[src/hdl/vema_pkg.sv]
// Package for the vector EMA decimator: constants, payload structs,
// CSR index codes and the lane control struct. No dependencies.
package vema_pkg;

   // Fixed payload geometry
   localparam int CHANNELS    = 6;
   localparam int SAMPLE_BITS = 32;

   // CSR widths and reset values
   localparam int ALPHA_BITS     = 17;
   localparam int INTERVAL_BITS  = 16;
   localparam int USED_BITS      = 3;
   localparam int CSR_INDEX_BITS = 2;
   localparam int CSR_DATA_BITS  = 17;

   localparam logic [ALPHA_BITS-1:0]    ALPHA_ONE      = 17'd65536;
   localparam logic [ALPHA_BITS-1:0]    ALPHA_RESET    = 17'd13107;
   localparam logic [INTERVAL_BITS-1:0] INTERVAL_RESET = 16'd1;
   localparam logic [USED_BITS-1:0]     USED_RESET     = 3'd3;

   // Register index codes
   typedef enum logic [CSR_INDEX_BITS-1:0] {
      CSR_ALPHA    = 2'd0,
      CSR_INTERVAL = 2'd1,
      CSR_USED     = 2'd2
   } csr_index_type;

   typedef logic signed [SAMPLE_BITS-1:0] sample_type;

   typedef struct packed {
      sample_type value_0;
      sample_type value_1;
      sample_type value_2;
      sample_type value_3;
      sample_type value_4;
      sample_type value_5;
   } req_type;

   typedef struct packed {
      sample_type smoothed_0;
      sample_type smoothed_1;
      sample_type smoothed_2;
      sample_type smoothed_3;
      sample_type smoothed_4;
      sample_type smoothed_5;
   } rsp_type;

   // Control shared by every lane for one transaction
   typedef struct packed {
      logic                  step;   // a sample is accepted this cycle
      logic                  load;   // first sample of a window
      logic [ALPHA_BITS-1:0] alpha;  // clamped to one
      logic [USED_BITS-1:0]  used;   // clamped to CHANNELS
   } lane_ctl_type;

endpackage

[src/hdl/vema_lane.sv]
// One smoothing lane: the stored value of one channel and its EMA update.
// Depends on vema_pkg.
module vema_lane #(
   parameter int LANE_INDEX = 0
) (
   input  logic                   clock,
   input  logic                   reset,
   input  vema_pkg::lane_ctl_type ctl,
   input  vema_pkg::sample_type   sample,
   output vema_pkg::sample_type   smoothed_in,
   output vema_pkg::sample_type   smoothed_ff
);

   localparam int SB = vema_pkg::SAMPLE_BITS;
   localparam int PB = SB + 1 + vema_pkg::ALPHA_BITS + 1;

   logic                active;
   logic signed [SB:0]   diff;
   logic signed [vema_pkg::ALPHA_BITS:0] alpha_s;
   logic signed [PB-1:0] prod;
   logic signed [PB-1:0] prod_rnd;
   logic signed [PB-17:0] delta;
   logic signed [PB-17:0] sum;
   vema_pkg::sample_type  update;

   assign active = (4'(LANE_INDEX) < {1'b0, ctl.used});

   // old + round(alpha * (new - old) / 2^16), ties toward plus infinity
   always_comb begin
      diff     = {sample[SB-1], sample} - {smoothed_ff[SB-1], smoothed_ff};
      alpha_s  = {1'b0, ctl.alpha};
      prod     = diff * alpha_s;
      prod_rnd = prod + PB'(32768);
      delta    = prod_rnd[PB-1:16];
      sum      = {{(PB-16-SB){smoothed_ff[SB-1]}}, smoothed_ff} + delta;
      update   = sum[SB-1:0];
   end

   // Next stored value
   always_comb begin
      smoothed_in = smoothed_ff;
      if (ctl.step) begin
         if (!active) begin
            smoothed_in = '0;
         end else if (ctl.load) begin
            smoothed_in = sample;
         end else begin
            smoothed_in = update;
         end
      end
   end

   always_ff @(posedge clock) begin
      if (reset) begin
         smoothed_ff <= '0;
      end else begin
         smoothed_ff <= smoothed_in;
      end
   end

endmodule

[config.mk]
export PLATFORM = sky130hd
export DESIGN_NAME = vema_lane
export DESIGN_NICKNAME = d
export VERILOG_FILES = /design/src/hdl/vema_pkg.sv /design/src/hdl/vema_lane.sv
export SDC_FILE = /design/constraint.sdc
export NUM_CORES = 2
export LEC_CHECK = 0
export BUFFER_PORTS_ARGS = -buffer_cell sky130_fd_sc_hd__buf_2
export CAP_MARGIN = 20
export CORE_UTILIZATION = 40
export CTS_BUF_LIST = sky130_fd_sc_hd__clkbuf_4 sky130_fd_sc_hd__clkbuf_8 sky130_fd_sc_hd__clkbuf_16
export DETAILED_ROUTE_END_ITERATION = 12
export GPL_TIMING_DRIVEN = 1
export HOLD_SLACK_MARGIN = 0.02
export PLACE_DENSITY_LB_ADDON = 0.25
export SLEW_MARGIN = 25
export SYNTH_ARGS = -nofsm -noshare
export SYNTH_HDL_FRONTEND = slang
export SYNTH_SLANG_ARGS = --single-unit
[constraint.sdc]
create_clock -name clock -period 22.9 [get_ports clock]
set_clock_uncertainty 0.1 [all_clocks]
set_input_delay 4.58 -clock clock [delete_from_list [all_inputs] [get_ports clock]]
set_output_delay 4.58 -clock clock [all_outputs]
set_load 0.02 [all_outputs]
==> out/results.txt <==
Fin crit share: 92.0%
Hold bufs inserted after CTS: 0
R2R Path Start: smoothed_ff[0]
Routed wire length: 63.1 mm
Layout Area Growth over Synthesis: 6.90%
Hold WC Path Type: reg -> reg
Synthesized instance count: 2651
CTS tree: built
Worst slew margin: 26.8%
Slew @ Worst Pin: 1.09 ns
IO Pins: 120
Starting Density: 40.5%
Maximum root-to-sink buffer count: 2
H-tree depth: 2
First-pass GRT wire length: 104 mm
Slowest stage delay, CP: 0.85 ns
Antenna diode count: 0
Arrival @ worst endpoint: 16.40 ns
End of the worst register-to-register path: smoothed_ff[31]
Die height: 243 µm
Avg Inst Size Synth: 8.79 µm²
Max reg flops: 32
Setup repair bufs after CTS: 0
Initial antenna violation count: 0
Routed length on met2: 33.0 mm
Buf/Inv on CP: 7
Rows: 88
Post-synth EDFFs: 0
Setup CP Type: in -> out
Number of global-route vias before repair: 19320
Total clock sinks: 32
Max-slew violation count: 0
Max-cap violations: 0
Crit-path slowest cell: xor2_2
Largest net degree at the start of global routing: 50
Top sig layer: met4
Worst-skew pair later-pin latency: 0.30 ns
Drt pass-1 iters: 5
Setup TNS: 0 ns
GRT Total Usage: 22.1%
Total grt overflow: 0
Setup-failing EPs final: 0
Largest reg by FF count: smoothed_ff
Clock transition at path regs: 0.05 ns
Final min period: 21.08 ns
RSZ-0062 raised after global routing: no
Resize count post-CTS: 0
Final hold violations: 0
Reg2Reg Depth: 47
Worst setup path end: smoothed_in[31]
CTS Root Cell: clkbuf_16
PortBufs: 119
FF-to-FF setup slack: 10.69 ns
Max frequency: 0.0474 GHz
Synth Warn #: 0
Async S/R FF share, synth: 0%
Largest regs: smoothed_ff (32)
Post-synthesis cell type count: 68
Ys flop type: dfxtp_1
Sequential share of the synthesized area: 2.75%
Worst Setup Start Kind: input pin
Placed cells: 3463
Synthesized net count: 3434
Layout cell share with drive strength beyond 1: 6.87%
Num CTS Buffers: 5
Total vias in the final route: 17726
Die ar.: 59200 µm²
Drt drc: 0
CP startpoint: sample[0]
M1 wire length: 26.1 mm
WP depth: 49
Routability cong.: 0.892
Via density: 5.11
Antenna Nets Post-Route: 0
Most frequent CP cell: fa_1
Core area: 57600 µm²
Top Family by Delay on Critical Path: adder cells
Setup crit end kind: output pin
Synth Cell Area: 23300 µm²
Initial drt markers: 889
Routed wire length per instance: 18.2 µm
Met3 WL post-DR: 2.05 mm
Maximum fanout along the worst path: 17
Die width: 243 µm
Outcome: finished, final reports clean
NumNets Final: 3488
Final Non-Filler Cells: 3471
Required time at the worst-slack endpoint: 18.22 ns
Post-detail-place hpwl: 51.1 mm
Flops & latches, synth: 32
-- cells by family (layout without fill, tap and decap cells) --
group / count (synthesis) / in the layout / share of synthesized area, %
AND/OR/NAND/NOR: 773 / 773 / 17.5
adder cells (fa/ha/maj): 727 / 727 / 55.7
buffers and inverters: 715 / 770 / 11.5
AO/OA/AOI/OAI: 297 / 297 / 8.49
XOR/XNOR: 105 / 105 / 4.00
flip-flops: 32 / 32 / 2.75
multiplexers: 2 / 2 / 0.0859
-- cell usage in the layout (no fill, tap or decap), types with 6 or more instances in the layout --
| cell | Yosys | final |
|---|---|---|
| xnor2_1 | 72 | 69 |
| nand2_1 | 261 | 261 |
| ha_1 | 210 | 210 |
| o21ai_2 | 6 | 6 |
| nor2_1 | 48 | 48 |
| and2_1 | 289 | 289 |
| nor2b_1 | 89 | 89 |
| buf_4 | 0 | 29 |
| nor3_1 | 7 | 7 |
| nand2b_1 | 29 | 29 |
| o21a_1 | 20 | 20 |
| xor2_1 | 32 | 30 |
| dfxtp_1 | 32 | 32 |
| a211oi_1 | 9 | 8 |
| o21bai_1 | 12 | 12 |
| a21o_1 | 43 | 43 |
| inv_1 | 614 | 614 |
| fa_1 | 517 | 517 |
| o221ai_1 | 6 | 6 |
| o21ai_0 | 51 | 51 |
| nand3_1 | 18 | 18 |
| o211ai_1 | 6 | 6 |
| o22ai_1 | 11 | 11 |
| a21oi_1 | 83 | 83 |
| nand4_1 | 6 | 6 |
| buf_2 | 1 | 119 |
-- Yosys cell counts, types with 29 or more instances --
cell      instances  area [µm²]
inv_1           614        2300
fa_1            517       10300
and2_1          289        1810
nand2_1         261         980
ha_1            210        2630
clkbuf_1        100         375
nor2b_1          89         557
a21oi_1          83         415
xnor2_1          72         631
o21ai_0          51         255
nor2_1           48         180
a21o_1           43         323
dfxtp_1          32         641
xor2_1           32         280
nand2b_1         29         181
-- worst min-delay path by stage --
stage / from / endpoint / cells past startpoint
final: smoothed_ff[10] / smoothed_ff[10] / 3
after floorplan: smoothed_ff[2] / smoothed_ff[2] / 3
after global placement: smoothed_ff[0] / smoothed_ff[0] / 3
after global routing: smoothed_ff[9] / smoothed_ff[9] / 3
after detailed placement: smoothed_ff[0] / smoothed_ff[0] / 3
after CTS: smoothed_ff[9] / smoothed_ff[9] / 3
-- metal layers --
metal	up-vias	GRT usage, %
met5	-	0
met4	0	6.16
met3	99	1.59
met2	395	40.4
met1	9168	27.8
li1	8064	-
-- layout make-up --
cell class	instances	area, µm²
clock buffers	6	139
fillers	5757	32700
repair buffers	148	813
flip-flops and latches	32	641
inverters	614	2300
clock inverters	2	10.0
well taps	765	957
multi-input cells	1904	20100
-- tightest hold or removal path, stage by stage (launching register included) --
cell     delay, ns
dfxtp_1       0.32
inv_1         0.08
o32ai_1       0.08
nor2b_1       0.13
-- per-stage QoR --
| step | util, % | setup slack, ns | hold slack (ns) | instance area [µm²] |
|---|---|---|---|---|
| 2_1_floorplan | - | 3.54 | 0.729 | 23300 |
| 3_3_place_gp | 43.0 | 2.33 | 0.539 | 24700 |
| 3_5_place_dp | 43.0 | 2.13 | 0.550 | 24700 |
| 4_1_cts | 43.2 | 2.09 | 0.569 | 24900 |
| 5_1_grt | 43.3 | 1.06 | 0.597 | 24900 |
| 6_report | 43.3 | 1.82 | 0.560 | 24900 |
Power is not shown: default switching activity piles up to over one toggle a cycle in this logic, so the estimate is an artifact.
