===== src/hdl/vema_pkg.sv =====
// Package for the vector EMA decimator: constants, payload structs,
// CSR index codes and the lane control struct. No dependencies.
package vema_pkg;

   // Fixed payload geometry
   localparam int CHANNELS    = 6;
   localparam int SAMPLE_BITS = 32;

   // CSR widths and reset values
   localparam int ALPHA_BITS     = 17;
   localparam int INTERVAL_BITS  = 16;
   localparam int USED_BITS      = 3;
   localparam int CSR_INDEX_BITS = 2;
   localparam int CSR_DATA_BITS  = 17;

   localparam logic [ALPHA_BITS-1:0]    ALPHA_ONE      = 17'd65536;
   localparam logic [ALPHA_BITS-1:0]    ALPHA_RESET    = 17'd13107;
   localparam logic [INTERVAL_BITS-1:0] INTERVAL_RESET = 16'd1;
   localparam logic [USED_BITS-1:0]     USED_RESET     = 3'd3;

   // Register index codes
   typedef enum logic [CSR_INDEX_BITS-1:0] {
      CSR_ALPHA    = 2'd0,
      CSR_INTERVAL = 2'd1,
      CSR_USED     = 2'd2
   } csr_index_type;

   typedef logic signed [SAMPLE_BITS-1:0] sample_type;

   typedef struct packed {
      sample_type value_0;
      sample_type value_1;
      sample_type value_2;
      sample_type value_3;
      sample_type value_4;
      sample_type value_5;
   } req_type;

   typedef struct packed {
      sample_type smoothed_0;
      sample_type smoothed_1;
      sample_type smoothed_2;
      sample_type smoothed_3;
      sample_type smoothed_4;
      sample_type smoothed_5;
   } rsp_type;

   // Control shared by every lane for one transaction
   typedef struct packed {
      logic                  step;   // a sample is accepted this cycle
      logic                  load;   // first sample of a window
      logic [ALPHA_BITS-1:0] alpha;  // clamped to one
      logic [USED_BITS-1:0]  used;   // clamped to CHANNELS
   } lane_ctl_type;

endpackage


===== src/hdl/vema_out.sv =====
// Output stage: holds the merged result transactions in an output
// register plus a skid entry.
// Depends on vema_pkg.
module vema_out (
   input  logic              clock,
   input  logic              reset,
   input  logic              push,
   input  vema_pkg::rsp_type push_data,
   input  logic              rsp_ready,
   output logic              rsp_valid,
   output vema_pkg::rsp_type rsp_data,
   output logic              skid_full
);

   logic              out_valid_ff, out_valid_in;
   logic              skid_valid_ff, skid_valid_in;
   vema_pkg::rsp_type out_data_ff, out_data_in;
   vema_pkg::rsp_type skid_data_ff, skid_data_in;
   logic              pop;

   assign pop = out_valid_ff && rsp_ready;

   // Two-entry queue; a push only arrives while the skid entry is free
   always_comb begin
      out_valid_in  = out_valid_ff;
      out_data_in   = out_data_ff;
      skid_valid_in = skid_valid_ff;
      skid_data_in  = skid_data_ff;
      if (pop) begin
         if (skid_valid_ff) begin
            out_data_in   = skid_data_ff;
            skid_valid_in = push;
            skid_data_in  = push_data;
         end else begin
            out_valid_in = push;
            out_data_in  = push_data;
         end
      end else if (push) begin
         if (out_valid_ff) begin
            skid_valid_in = 1'b1;
            skid_data_in  = push_data;
         end else begin
            out_valid_in = 1'b1;
            out_data_in  = push_data;
         end
      end
   end

   always_ff @(posedge clock) begin
      if (reset) begin
         out_valid_ff  <= 1'b0;
         skid_valid_ff <= 1'b0;
      end else begin
         out_valid_ff  <= out_valid_in;
         skid_valid_ff <= skid_valid_in;
      end
   end

   always_ff @(posedge clock) begin
      out_data_ff  <= out_data_in;
      skid_data_ff <= skid_data_in;
   end

   assign rsp_valid = out_valid_ff;
   assign rsp_data  = out_data_ff;
   assign skid_full = skid_valid_ff;

endmodule


===== config.mk =====
export PLATFORM = sky130hd
export DESIGN_NAME = vema_out
export DESIGN_NICKNAME = d
export VERILOG_FILES = /design/src/hdl/vema_pkg.sv /design/src/hdl/vema_out.sv
export SDC_FILE = /design/constraint.sdc
export NUM_CORES = 1
export LEC_CHECK = 0
export BUFFER_PORTS_ARGS = -buffer_cell sky130_fd_sc_hd__buf_2
export CAP_MARGIN = 20
export CORE_ASPECT_RATIO = 2
export CORE_UTILIZATION = 37
export DETAILED_ROUTE_END_ITERATION = 6
export GPL_TIMING_DRIVEN = 0
export HOLD_SLACK_MARGIN = 0.1
export PLACE_DENSITY = 0.59
export SYNTH_ARGS = -nofsm -noshare
export SYNTH_HDL_FRONTEND = slang
export SYNTH_SLANG_ARGS = --single-unit

===== constraint.sdc =====
create_clock -name clock -period 27.2 [get_ports clock]
set_input_delay 1.36 -clock clock [delete_from_list [all_inputs] [get_ports clock]]
set_output_delay 1.36 -clock clock [all_outputs]
set_load 0.02 [all_outputs]

==> results of run 1 <==
==> through the flow <==
| step | area [um2] | utilization | hold slack (ns) | power, uW |
|---|---|---|---|---|
| finish | 18600 | 0.477 | 0.535 | 1270 |
| global route | 18600 | 0.477 | 0.556 | 1320 |
| CTS | 18600 | 0.477 | 0.536 | 1290 |
| detailed placement | 17500 | 0.450 | 0.522 | 829 |
| global placement | 17300 | 0.444 | 0.509 | 831 |
| floorplan | 14700 | - | 0.501 | 780 |
==> report_power, final <==
part / total, uW / switching [uW] / internal (uW)
clock: 460 / 211 / 249
combinational: 116 / 67.4 / 48.7
sequential: 698 / 7.08 / 691
==> registers in the layout, indices dropped and copies added (netlist names) <==
signal / flops
rsp_valid: 1
skid_full: 1
rsp_data: 192
skid_data_ff: 192
==> cells in the final DEF, fill, tap and decap left out, types with 2 or more instances in the layout <==
| cell type | netlist | layout |
|---|---|---|
| a21oi_1 | 2 | 2 |
| nor2_1 | 2 | 2 |
| buf_16 | 0 | 3 |
| mux2_2 | 13 | 12 |
| diode_2 | 0 | 3 |
| clkinv_1 | 0 | 9 |
| clkbuf_16 | 0 | 37 |
| dfxtp_1 | 2 | 2 |
| buf_6 | 20 | 20 |
| nand2b_1 | 2 | 2 |
| buf_2 | 1 | 390 |
| clkinv_2 | 0 | 7 |
| edfxtp_1 | 384 | 384 |
| mux2_4 | 172 | 172 |
| buf_12 | 0 | 6 |
| mux2_1 | 8 | 8 |
| clkbuf_1 | 0 | 6 |
==> layout make-up <==
cell class              count  area, um2  share of cell area
well taps                 520        651              0.0351
clock inverters            19       93.8             0.00506
repair buffers            398       2150               0.116
clock buffers              43        948              0.0511
flip-flops and latches    386      11600               0.624
multi-input cells         203       2910               0.157
plain buffers              21        230              0.0124
diodes                      3       7.51            0.000405
==> final timing paths <==
kind	to	depth (start not counted)	startpoint
max	skid_data_ff[79]	7	rsp_ready
min	rsp_data[111]	1	skid_data_ff[111]
max reg2reg	skid_data_ff[79]	5	rsp_valid
min reg2reg	rsp_data[111]	1	skid_data_ff[111]
==> Yosys cell counts <==
master / count
edfxtp_1: 384
mux2_4: 172
buf_6: 20
mux2_2: 13
mux2_1: 8
a21oi_1: 2
dfxtp_1: 2
nand2b_1: 2
nor2_1: 2
a2bb2oi_1: 1
buf_2: 1
mux2i_1: 1
nand3_2: 1
nor2b_1: 1
==> logic make-up (layout without fill, tap and decap cells) <==
logic type / Yosys count / in the layout
simple gates: 6 / 6
other cells: 0 / 3
buf+inv: 21 / 481
compound gates: 3 / 3
flops: 386 / 386
mux: 194 / 194
==> per-layer routing <==
metal,global-route usage,vias to the layer above,wire length [um]
li1,-,3307,-
met1,0.156,3537,10900
met2,0.291,273,17300
met3,0.0371,74,1860
met4,0.0892,10,1670
met5,0,-,54
==> worst reg2reg max path, delay by kind of cell (launching register included) <==
family,cells,cell delay (ns)
buffers and inverters,4,0.95
AND/OR/NAND/NOR,1,0.46
flip-flops,1,0.51
==> flow_summary.html, run 1 <==
<table>
<tr><th>Metric</th><th>Value</th></tr>
<tr><th colspan="2">Timing</th></tr>
<tr><td>Final-report max-slew violation count</td><td>0</td></tr>
<tr><td>Share of the clock period used by the worst path</td><td>0.102</td></tr>
<tr><td>Skew final</td><td>0.0139 ns</td></tr>
<tr><td>Max Clk Rate</td><td>359 MHz</td></tr>
<tr><td>Setup TNS after final layout</td><td>0 ns</td></tr>
<tr><td>Actual transition at the worst max-transition pin</td><td>approximately 0.50 ns</td></tr>
<tr><td>Post-route worst setup slack</td><td>24.41 ns</td></tr>
<tr><td>Final Hold Viols</td><td>0</td></tr>
<tr><td>Final Critical Period</td><td>around 2.8 ns</td></tr>
<tr><td>Final setup vio count</td><td>0</td></tr>
<tr><td>Setup repair after global routing missed its margin</td><td>false</td></tr>
<tr><td>Slew Limit Headroom</td><td>0.669</td></tr>
<tr><th colspan="2">Min path</th></tr>
<tr><td>Tightest Hold Check Type</td><td>reg2reg</td></tr>
<tr><th colspan="2">Yosys</th></tr>
<tr><td>Mux share of post-synthesis cell area</td><td>0.193</td></tr>
<tr><td>Count of distinct cell types in the synthesized netlist</td><td>14</td></tr>
<tr><td>Synth top area share</td><td>0.785</td></tr>
<tr><td>Post-synthesis sequential area ratio</td><td>0.788</td></tr>
<tr><td>Mapped Area</td><td>between 10,000 and 15,000 um2</td></tr>
<tr><td>Compound-gate portion of the synthesized area</td><td>0.00128</td></tr>
<tr><td>Syn Area/Cell</td><td>about 24 um2</td></tr>
<tr><td>Gate Count Post-Synth</td><td>610</td></tr>
<tr><td>Cell taking the most area after synthesis</td><td>edfxtp_1</td></tr>
<tr><td>Flip-flop and latch count after synthesis</td><td>about 390</td></tr>
<tr><td>Share of synthesized cell area in full adder, half adder and majority cells</td><td>0</td></tr>
<tr><td>Post-synthesis simple-gate area fraction</td><td>0.00247</td></tr>
<tr><td>Largest cells by area after synthesis</td><td>edfxtp_1 (79%), mux2_4 (18%), buf_6 (1.5%), mux2_2 (1.0%), mux2_1 (0.61%)</td></tr>
<tr><td>Share of the synthesized netlist area taken by xor and xnor gates</td><td>0</td></tr>
<tr><td>Number of warnings reported in the yosys synthesis log</td><td>0</td></tr>
<tr><td>Post-Synthesis Net Count</td><td>between 800 and 900</td></tr>
<tr><td>Largest family of logic cells by synthesized area</td><td>multiplexers</td></tr>
<tr><th colspan="2">Setup path</th></tr>
<tr><td>Req. time, crit path</td><td>roughly 27 ns</td></tr>
<tr><td>Cell class contributing the biggest share of worst-path delay</td><td>buffers and inverters</td></tr>
<tr><td>Worst reg2reg setup slack</td><td>roughly 25 ns</td></tr>
<tr><td>Critical Path, Cell by Cell</td><td>buf_2 &gt; mux2i_1 &gt; nor2b_4 &gt; buf_12 &gt; buf_12 &gt; buf_12 &gt; buf_16</td></tr>
<tr><td>CP Data Arrival Time</td><td>approximately 3.0 ns</td></tr>
<tr><td>Largest stage delay, worst path</td><td>0.38 ns</td></tr>
<tr><td>Setup crit end kind</td><td>flop</td></tr>
<tr><td>Classification of the worst setup path</td><td>in2reg</td></tr>
<tr><td>CP max FO</td><td>30</td></tr>
<tr><td>Number of buffer and inverter stages on the critical path</td><td>5</td></tr>
<tr><td>Startpoint type of the worst setup path</td><td>input pin</td></tr>
<tr><td>CP most frequent cell</td><td>buf_12</td></tr>
<tr><td>Critical Path Slowest Stage Cell</td><td>nor2b_4</td></tr>
<tr><th colspan="2">Routing</th></tr>
<tr><td>Violation count after the first detailed-route iteration</td><td>220</td></tr>
<tr><td>WL/cell</td><td>20.0 um</td></tr>
<tr><td>Number of routed nets with antenna violations</td><td>0</td></tr>
<tr><td>Total length of routed wires</td><td>approximately 32,000 um</td></tr>
<tr><td>DRT Pass-1 Iters</td><td>4</td></tr>
<tr><td>Number of vias per cell after detailed routing</td><td>roughly 4.5</td></tr>
<tr><td>Total via count after detailed routing</td><td>~7,200</td></tr>
<tr><td>Residual DRC count</td><td>0</td></tr>
<tr><th colspan="2">Cells and area</th></tr>
<tr><td>Share of final-layout standard cells stronger than drive strength 1</td><td>0.610</td></tr>
<tr><td>Area growth from synthesis to layout</td><td>26.4%</td></tr>
<tr><td>Fillers</td><td>about 3,300</td></tr>
<tr><td>Final net count</td><td>~1,200</td></tr>
<tr><td>Cell Count, Final, Fillers Out</td><td>between 1,500 and 2,000</td></tr>
<tr><th colspan="2">Die</th></tr>
<tr><td>Cell Rows</td><td>around 100</td></tr>
<tr><td>Area of the die</td><td>40,500 um2</td></tr>
<tr><td>Boundary Pins</td><td>390</td></tr>
<tr><td>Die X-Extent</td><td>143 um</td></tr>
<tr><td>Initial standard-cell utilization of the core</td><td>0.377</td></tr>
<tr><td>Die Height</td><td>between 200 and 300 um</td></tr>
<tr><td>Core Area</td><td>approximately 39,000 um2</td></tr>
<tr><th colspan="2">Global route</th></tr>
<tr><td>Vias in the first global route</td><td>around 7,900</td></tr>
<tr><td>Final global-route overflow total</td><td>0</td></tr>
<tr><td>Antenna violations before repair</td><td>8</td></tr>
<tr><td>Total routing resource utilization after global routing</td><td>0.157</td></tr>
<tr><td>Maximum number of pins on one net before global-route repair</td><td>82</td></tr>
<tr><td>Wire length of the first global-routing pass</td><td>46,800 um</td></tr>
<tr><th colspan="2">Outcome</th></tr>
<tr><td>Result of the run</td><td>finished, final reports clean</td></tr>
<tr><th colspan="2">Place</th></tr>
<tr><td>Gpl congestion</td><td>around 0.77</td></tr>
<tr><td>Number of buffers added on ports</td><td>between 300 and 400</td></tr>
<tr><td>Number of placed cells counting well taps</td><td>approximately 1,500</td></tr>
<tr><td>HPWL Detailed</td><td>around 23,000 um</td></tr>
<tr><td>Post-placement setup slack</td><td>~24 ns</td></tr>
<tr><th colspan="2">Pwr</th></tr>
<tr><td>Pleak</td><td>just under 0.008 uW</td></tr>
<tr><td>Pwr per Cell Area</td><td>a little under 70 nW/um2</td></tr>
<tr><td>Worst vdd rail ir drop</td><td>0.0704 mV</td></tr>
<tr><th colspan="2">Clocking</th></tr>
<tr><td>Hold_buf cts</td><td>0</td></tr>
<tr><td>Sink Count</td><td>slightly below 400</td></tr>
<tr><td>Clk Tree Root Cell</td><td>clkbuf_16</td></tr>
<tr><td>H-tree depth reported by CTS</td><td>2</td></tr>
<tr><td>Clock tree from TritonCTS</td><td>done</td></tr>
<tr><td>Post_cts resized</td><td>0</td></tr>
<tr><td>Inserted Clock Buffers</td><td>35</td></tr>
<tr><td>Clock-pin slew on the worst setup and hold paths</td><td>0.06 ns</td></tr>
<tr><td>Setup fix buffers added after clock tree synthesis</td><td>0</td></tr>
<tr><td>Clock Latency Late Sink</td><td>~0.52 ns</td></tr>
<tr><td>Clock tree buffer depth</td><td>3</td></tr>
<tr><th colspan="2">Run</th></tr>
<tr><td>Number of max-capacitance violations reported</td><td>0</td></tr>
</table>
Note: power is estimated with default switching activity, not from simulation.
==> run 2: changes to the inputs <==
--- a/config.mk
+++ b/config.mk
@@ -5,6 +5,7 @@
 export SDC_FILE = /design/constraint.sdc
 export NUM_CORES = 1
 export LEC_CHECK = 0
+export ABC_AREA = 1
 export BUFFER_PORTS_ARGS = -buffer_cell sky130_fd_sc_hd__buf_2
 export CAP_MARGIN = 20
 export CORE_ASPECT_RATIO = 2
==> constraint.sdc (replaced) <==
create_clock -name clock -period 2.8 [get_ports clock]
set_input_delay 0.14 -clock clock [delete_from_list [all_inputs] [get_ports clock]]
set_output_delay 0.14 -clock clock [all_outputs]
set_load 0.02 [all_outputs]
==> run 2 against run 1 <==
Compared with the run above:
- worst setup slack got worse by 24 ns
- power rose to 10 times the previous value
- first-iteration DRC count rose by 120%
- global-route usage rose by 4.0 points
- clock skew barely moved
- utilization rose by 5.8 points
- register-to-register slack got worse by 25 ns
- synthesized cell count rose by 71%
- critical path type is now reg2reg
- highest routed layer unchanged
==> flow_summary.html, run 2 <==
<table>
<tr><th>Metric</th><th>Value</th></tr>
<tr><th colspan="2">Setup path</th></tr>
<tr><td>Critical Path, Cell by Cell</td><td>inv_2 &gt; buf_6 &gt; nand2_1 &gt; nand2_2 &gt; clkinvlp_4 &gt; buf_12 &gt; buf_12 &gt; buf_12</td></tr>
<tr><td>CP most frequent cell</td><td>buf_12</td></tr>
<tr><td>Critical Path Slowest Stage Cell</td><td>clkinvlp_4</td></tr>
<tr><td>Startpoint type of the worst setup path</td><td>flop</td></tr>
<tr><td>CP Data Arrival Time</td><td>2.85 ns (-0.15 ns)</td></tr>
<tr><td>Largest stage delay, worst path</td><td>0.59 ns (+0.21 ns)</td></tr>
<tr><td>Number of buffer and inverter stages on the critical path</td><td>6 (+1)</td></tr>
<tr><td>CP max FO</td><td>39 (+30%)</td></tr>
<tr><td>Classification of the worst setup path</td><td>reg2reg</td></tr>
<tr><td>Setup crit end kind</td><td>flop</td></tr>
<tr><td>Req. time, crit path</td><td>3.07 ns (-24.35 ns)</td></tr>
<tr><td>Cell class contributing the biggest share of worst-path delay</td><td>buffers and inverters</td></tr>
<tr><th colspan="2">Yosys</th></tr>
<tr><td>Share of synthesized registers carrying an async set or reset</td><td>0 (unchanged)</td></tr>
<tr><td>Flip-flop and latch count after synthesis</td><td>386 (unchanged)</td></tr>
<tr><td>Post-Synthesis Net Count</td><td>1,237 (+53%)</td></tr>
<tr><td>Leading register cell type out of synthesis</td><td>edfxtp_1</td></tr>
<tr><td>Count of distinct cell types in the synthesized netlist</td><td>13 (-1)</td></tr>
<tr><td>Syn Area/Cell</td><td>13.8 um2 (-43%)</td></tr>
<tr><td>Gate Count Post-Synth</td><td>1,041 (+71%)</td></tr>
<tr><td>Most common cell in the synthesized netlist</td><td>nand2_1</td></tr>
<tr><td>Mapped Area</td><td>14,400 um2 (-2.3%)</td></tr>
<tr><td>Synth top area share</td><td>0.803 (+0.0181)</td></tr>
<tr><td>Post-synthesis sequential area ratio</td><td>0.806 (+0.0182)</td></tr>
<tr><td>Number of warnings reported in the yosys synthesis log</td><td>0 (unchanged)</td></tr>
<tr><td>Leading post-synthesis cells by instance count</td><td>nand2_1 (391), edfxtp_1 (384), o21ai_0 (193)</td></tr>
<tr><td>Number of flops mapped to enable cells by yosys</td><td>384 (unchanged)</td></tr>
<tr><td>Cell taking the most area after synthesis</td><td>edfxtp_1</td></tr>
<tr><td>Largest cells by area after synthesis</td><td>edfxtp_1 (80%), nand2_1 (10%), o21ai_0 (6.7%), clkbuf_1 (0.99%), buf_4 (0.68%)</td></tr>
<tr><th colspan="2">Cells and area</th></tr>
<tr><td>Most frequent standard cell in the layout excluding fill and tap cells</td><td>buf_2</td></tr>
<tr><td>Final standard cell area without fillers</td><td>20,300 um2 (+9.6%)</td></tr>
<tr><td>Final net count</td><td>1,874 (+51%)</td></tr>
<tr><td>Share of final-layout standard cells stronger than drive strength 1</td><td>0.283 (-0.328)</td></tr>
<tr><td>Leading cell types in the layout, fill and taps excluded</td><td>buf_2 (400), nand2_1 (389), edfxtp_1 (384)</td></tr>
<tr><td>Area growth from synthesis to layout</td><td>41.8%</td></tr>
<tr><td>Fillers</td><td>3,203 (-3.2%)</td></tr>
<tr><th colspan="2">Place</th></tr>
<tr><td>Post-placement setup slack</td><td>0.197 ns (-23.68 ns)</td></tr>
<tr><td>Cell area after placement</td><td>17,300 um2 (-1.2%)</td></tr>
<tr><td>Gpl congestion</td><td>0.839 (+8.3%)</td></tr>
<tr><td>Number of buffers added on ports</td><td>389 (unchanged)</td></tr>
<tr><td>HPWL Detailed</td><td>27,500 um (+19%)</td></tr>
<tr><th colspan="2">Timing</th></tr>
<tr><td>Final Hold Viols</td><td>0 (unchanged)</td></tr>
<tr><td>Max Clk Rate</td><td>between 300 and 400 MHz</td></tr>
<tr><td>Final-report max-slew violation count</td><td>0 (unchanged)</td></tr>
<tr><td>Setup TNS after final layout</td><td>0 ns (unchanged)</td></tr>
<tr><td>Final setup vio count</td><td>0 (unchanged)</td></tr>
<tr><td>Setup repair after global routing missed its margin</td><td>false</td></tr>
<tr><td>Share of the clock period used by the worst path</td><td>0.924</td></tr>
<tr><td>Actual transition at the worst max-transition pin</td><td>0.732 ns (+0.236 ns)</td></tr>
<tr><td>Skew final</td><td>0.0134 ns (-0.000476 ns)</td></tr>
<tr><td>Post-route worst setup slack</td><td>0.214 ns (-24.20 ns)</td></tr>
<tr><td>Slew Limit Headroom</td><td>0.511 (-0.158)</td></tr>
<tr><td>Final Critical Period</td><td>between 2 and 3 ns</td></tr>
<tr><th colspan="2">Clocking</th></tr>
<tr><td>Clock Latency Late Sink</td><td>0.52 ns (about the same)</td></tr>
<tr><td>Clock-pin slew on the worst setup and hold paths</td><td>0.06 ns (about the same)</td></tr>
<tr><td>Clock tree buffer depth</td><td>3 (unchanged)</td></tr>
<tr><td>Setup fix buffers added after clock tree synthesis</td><td>0 (unchanged)</td></tr>
<tr><td>Clock tree from TritonCTS</td><td>done</td></tr>
<tr><td>Post_cts resized</td><td>0 (unchanged)</td></tr>
<tr><td>Inserted Clock Buffers</td><td>36 (+2.9%)</td></tr>
<tr><td>Sink Count</td><td>386 (unchanged)</td></tr>
<tr><td>H-tree depth reported by CTS</td><td>2 (unchanged)</td></tr>
<tr><td>Clk Tree Root Cell</td><td>clkbuf_16</td></tr>
<tr><th colspan="2">Min path</th></tr>
<tr><td>Tightest Hold Check Type</td><td>in2reg</td></tr>
<tr><th colspan="2">Routing</th></tr>
<tr><td>Number of vias per cell after detailed routing</td><td>4.65 (+2.9%)</td></tr>
<tr><td>Number of routed nets with antenna violations</td><td>0 (unchanged)</td></tr>
<tr><td>Violation count after the first detailed-route iteration</td><td>491 (+120%)</td></tr>
<tr><td>Total via count after detailed routing</td><td>10,300 (+43%)</td></tr>
<tr><td>WL/cell</td><td>17.6 um (-12%)</td></tr>
<tr><td>Total length of routed wires</td><td>39,100 um (+23%)</td></tr>
<tr><td>DRT Pass-1 Iters</td><td>5 (+1)</td></tr>
<tr><td>Residual DRC count</td><td>0 (unchanged)</td></tr>
<tr><th colspan="2">Die</th></tr>
<tr><td>Boundary Pins</td><td>390 (unchanged)</td></tr>
<tr><td>Core Area</td><td>38,000 um2 (-2.3%)</td></tr>
<tr><td>Die Height</td><td>281 um (-1.1%)</td></tr>
<tr><td>Die X-Extent</td><td>141 um (-1.1%)</td></tr>
<tr><td>Area of the die</td><td>39,600 um2 (-2.2%)</td></tr>
<tr><td>Cell Rows</td><td>101 (-0.98%)</td></tr>
<tr><td>Initial standard-cell utilization of the core</td><td>0.377 (about the same)</td></tr>
<tr><th colspan="2">Pwr</th></tr>
<tr><td>Final total power</td><td>12,900 uW (+910%)</td></tr>
<tr><td>Worst vdd rail ir drop</td><td>0.572 mV (+710%)</td></tr>
<tr><td>Pwr per Cell Area</td><td>634 nW/um2 (+820%)</td></tr>
<tr><td>Pleak</td><td>0.00793 uW (+3.2%)</td></tr>
<tr><th colspan="2">Outcome</th></tr>
<tr><td>Result of the run</td><td>finished, final reports clean</td></tr>
<tr><th colspan="2">Run</th></tr>
<tr><td>Number of max-capacitance violations reported</td><td>0 (unchanged)</td></tr>
<tr><th colspan="2">Global route</th></tr>
<tr><td>Antenna violations before repair</td><td>4 (-4)</td></tr>
<tr><td>Maximum number of pins on one net before global-route repair</td><td>41 (-50%)</td></tr>
<tr><td>Wire length of the first global-routing pass</td><td>59,400 um (+27%)</td></tr>
<tr><td>Vias in the first global route</td><td>10,900 (+38%)</td></tr>
<tr><td>Final global-route overflow total</td><td>0 (unchanged)</td></tr>
<tr><td>Total routing resource utilization after global routing</td><td>0.197 (+0.0401)</td></tr>
</table>
## run 2: power breakdown
group	internal (uW)	switching (uW)
combinational	548	843
sequential	6760	82.6
clock	2610	2050
## run 2: cell families (layout without fill, tap and decap cells)
group                  count (synthesis)  in the layout  share of synthesized area
flip-flops                           386            386                      0.806
AO/OA/AOI/OAI                        195            195                     0.0680
buffers and inverters                 67            725                     0.0224
other                                  0              3                          0
AND/OR/NAND/NOR                      393            393                      0.103
## run 2: layer usage
layer	up-vias	track usage	part of all wire	wire length (um)
met4	2	0.108	0.050	1970
met3	99	0.0381	0.057	2220
met5	-	0	0.00033	13
met1	4870	0.207	0.35	13800
li1	4974	-	-	-
met2	365	0.363	0.54	21100
## run 2: what timing repair did
action	CTS	global route
endpoints found under the hold margin	386	0
setup endpoints to repair	0	0
hold buffers	196	0
## run 2: through the flow
| step | cells | utilization | hold WS (ns) |
|---|---|---|---|
| CTS | 2214 | 0.535 | 0.259 |
| finish | 2217 | 0.535 | 0.272 |
| global placement | 1945 | 0.447 | 0.306 |
| detailed placement | 1959 | 0.455 | 0.308 |
| global route | 2217 | 0.535 | 0.308 |
| floorplan | 1041 | - | 0.199 |
## run 2: worst register-to-register path: cells and delay by family, from the launching register on
kind / cells / cell delay [ns]
buf+inv: 6 / 1.76
flops: 1 / 0.33
simple gates: 2 / 0.23
## run 2: final timing paths
kind	slack (ns)	depth (start not counted)	end	startpoint
max	0.21	8	skid_data_ff[63]	skid_full
min	0.27	3	rsp_data[9]	push
max reg2reg	0.21	8	skid_data_ff[63]	skid_full
min reg2reg	0.48	2	skid_full	skid_full
## run 2: layout make-up
type                       count  area (um2)  area share
antenna                        3        7.51    0.000369
tap                          515         644      0.0317
inverter                       4        18.8    0.000922
multi-input combinational    588        2480       0.122
sequential                   386       11600       0.569
buffer                        63         317      0.0156
clock buffer                  48         967      0.0475
clock inverter                11         109     0.00535
timing repair buffer         599        4230       0.208
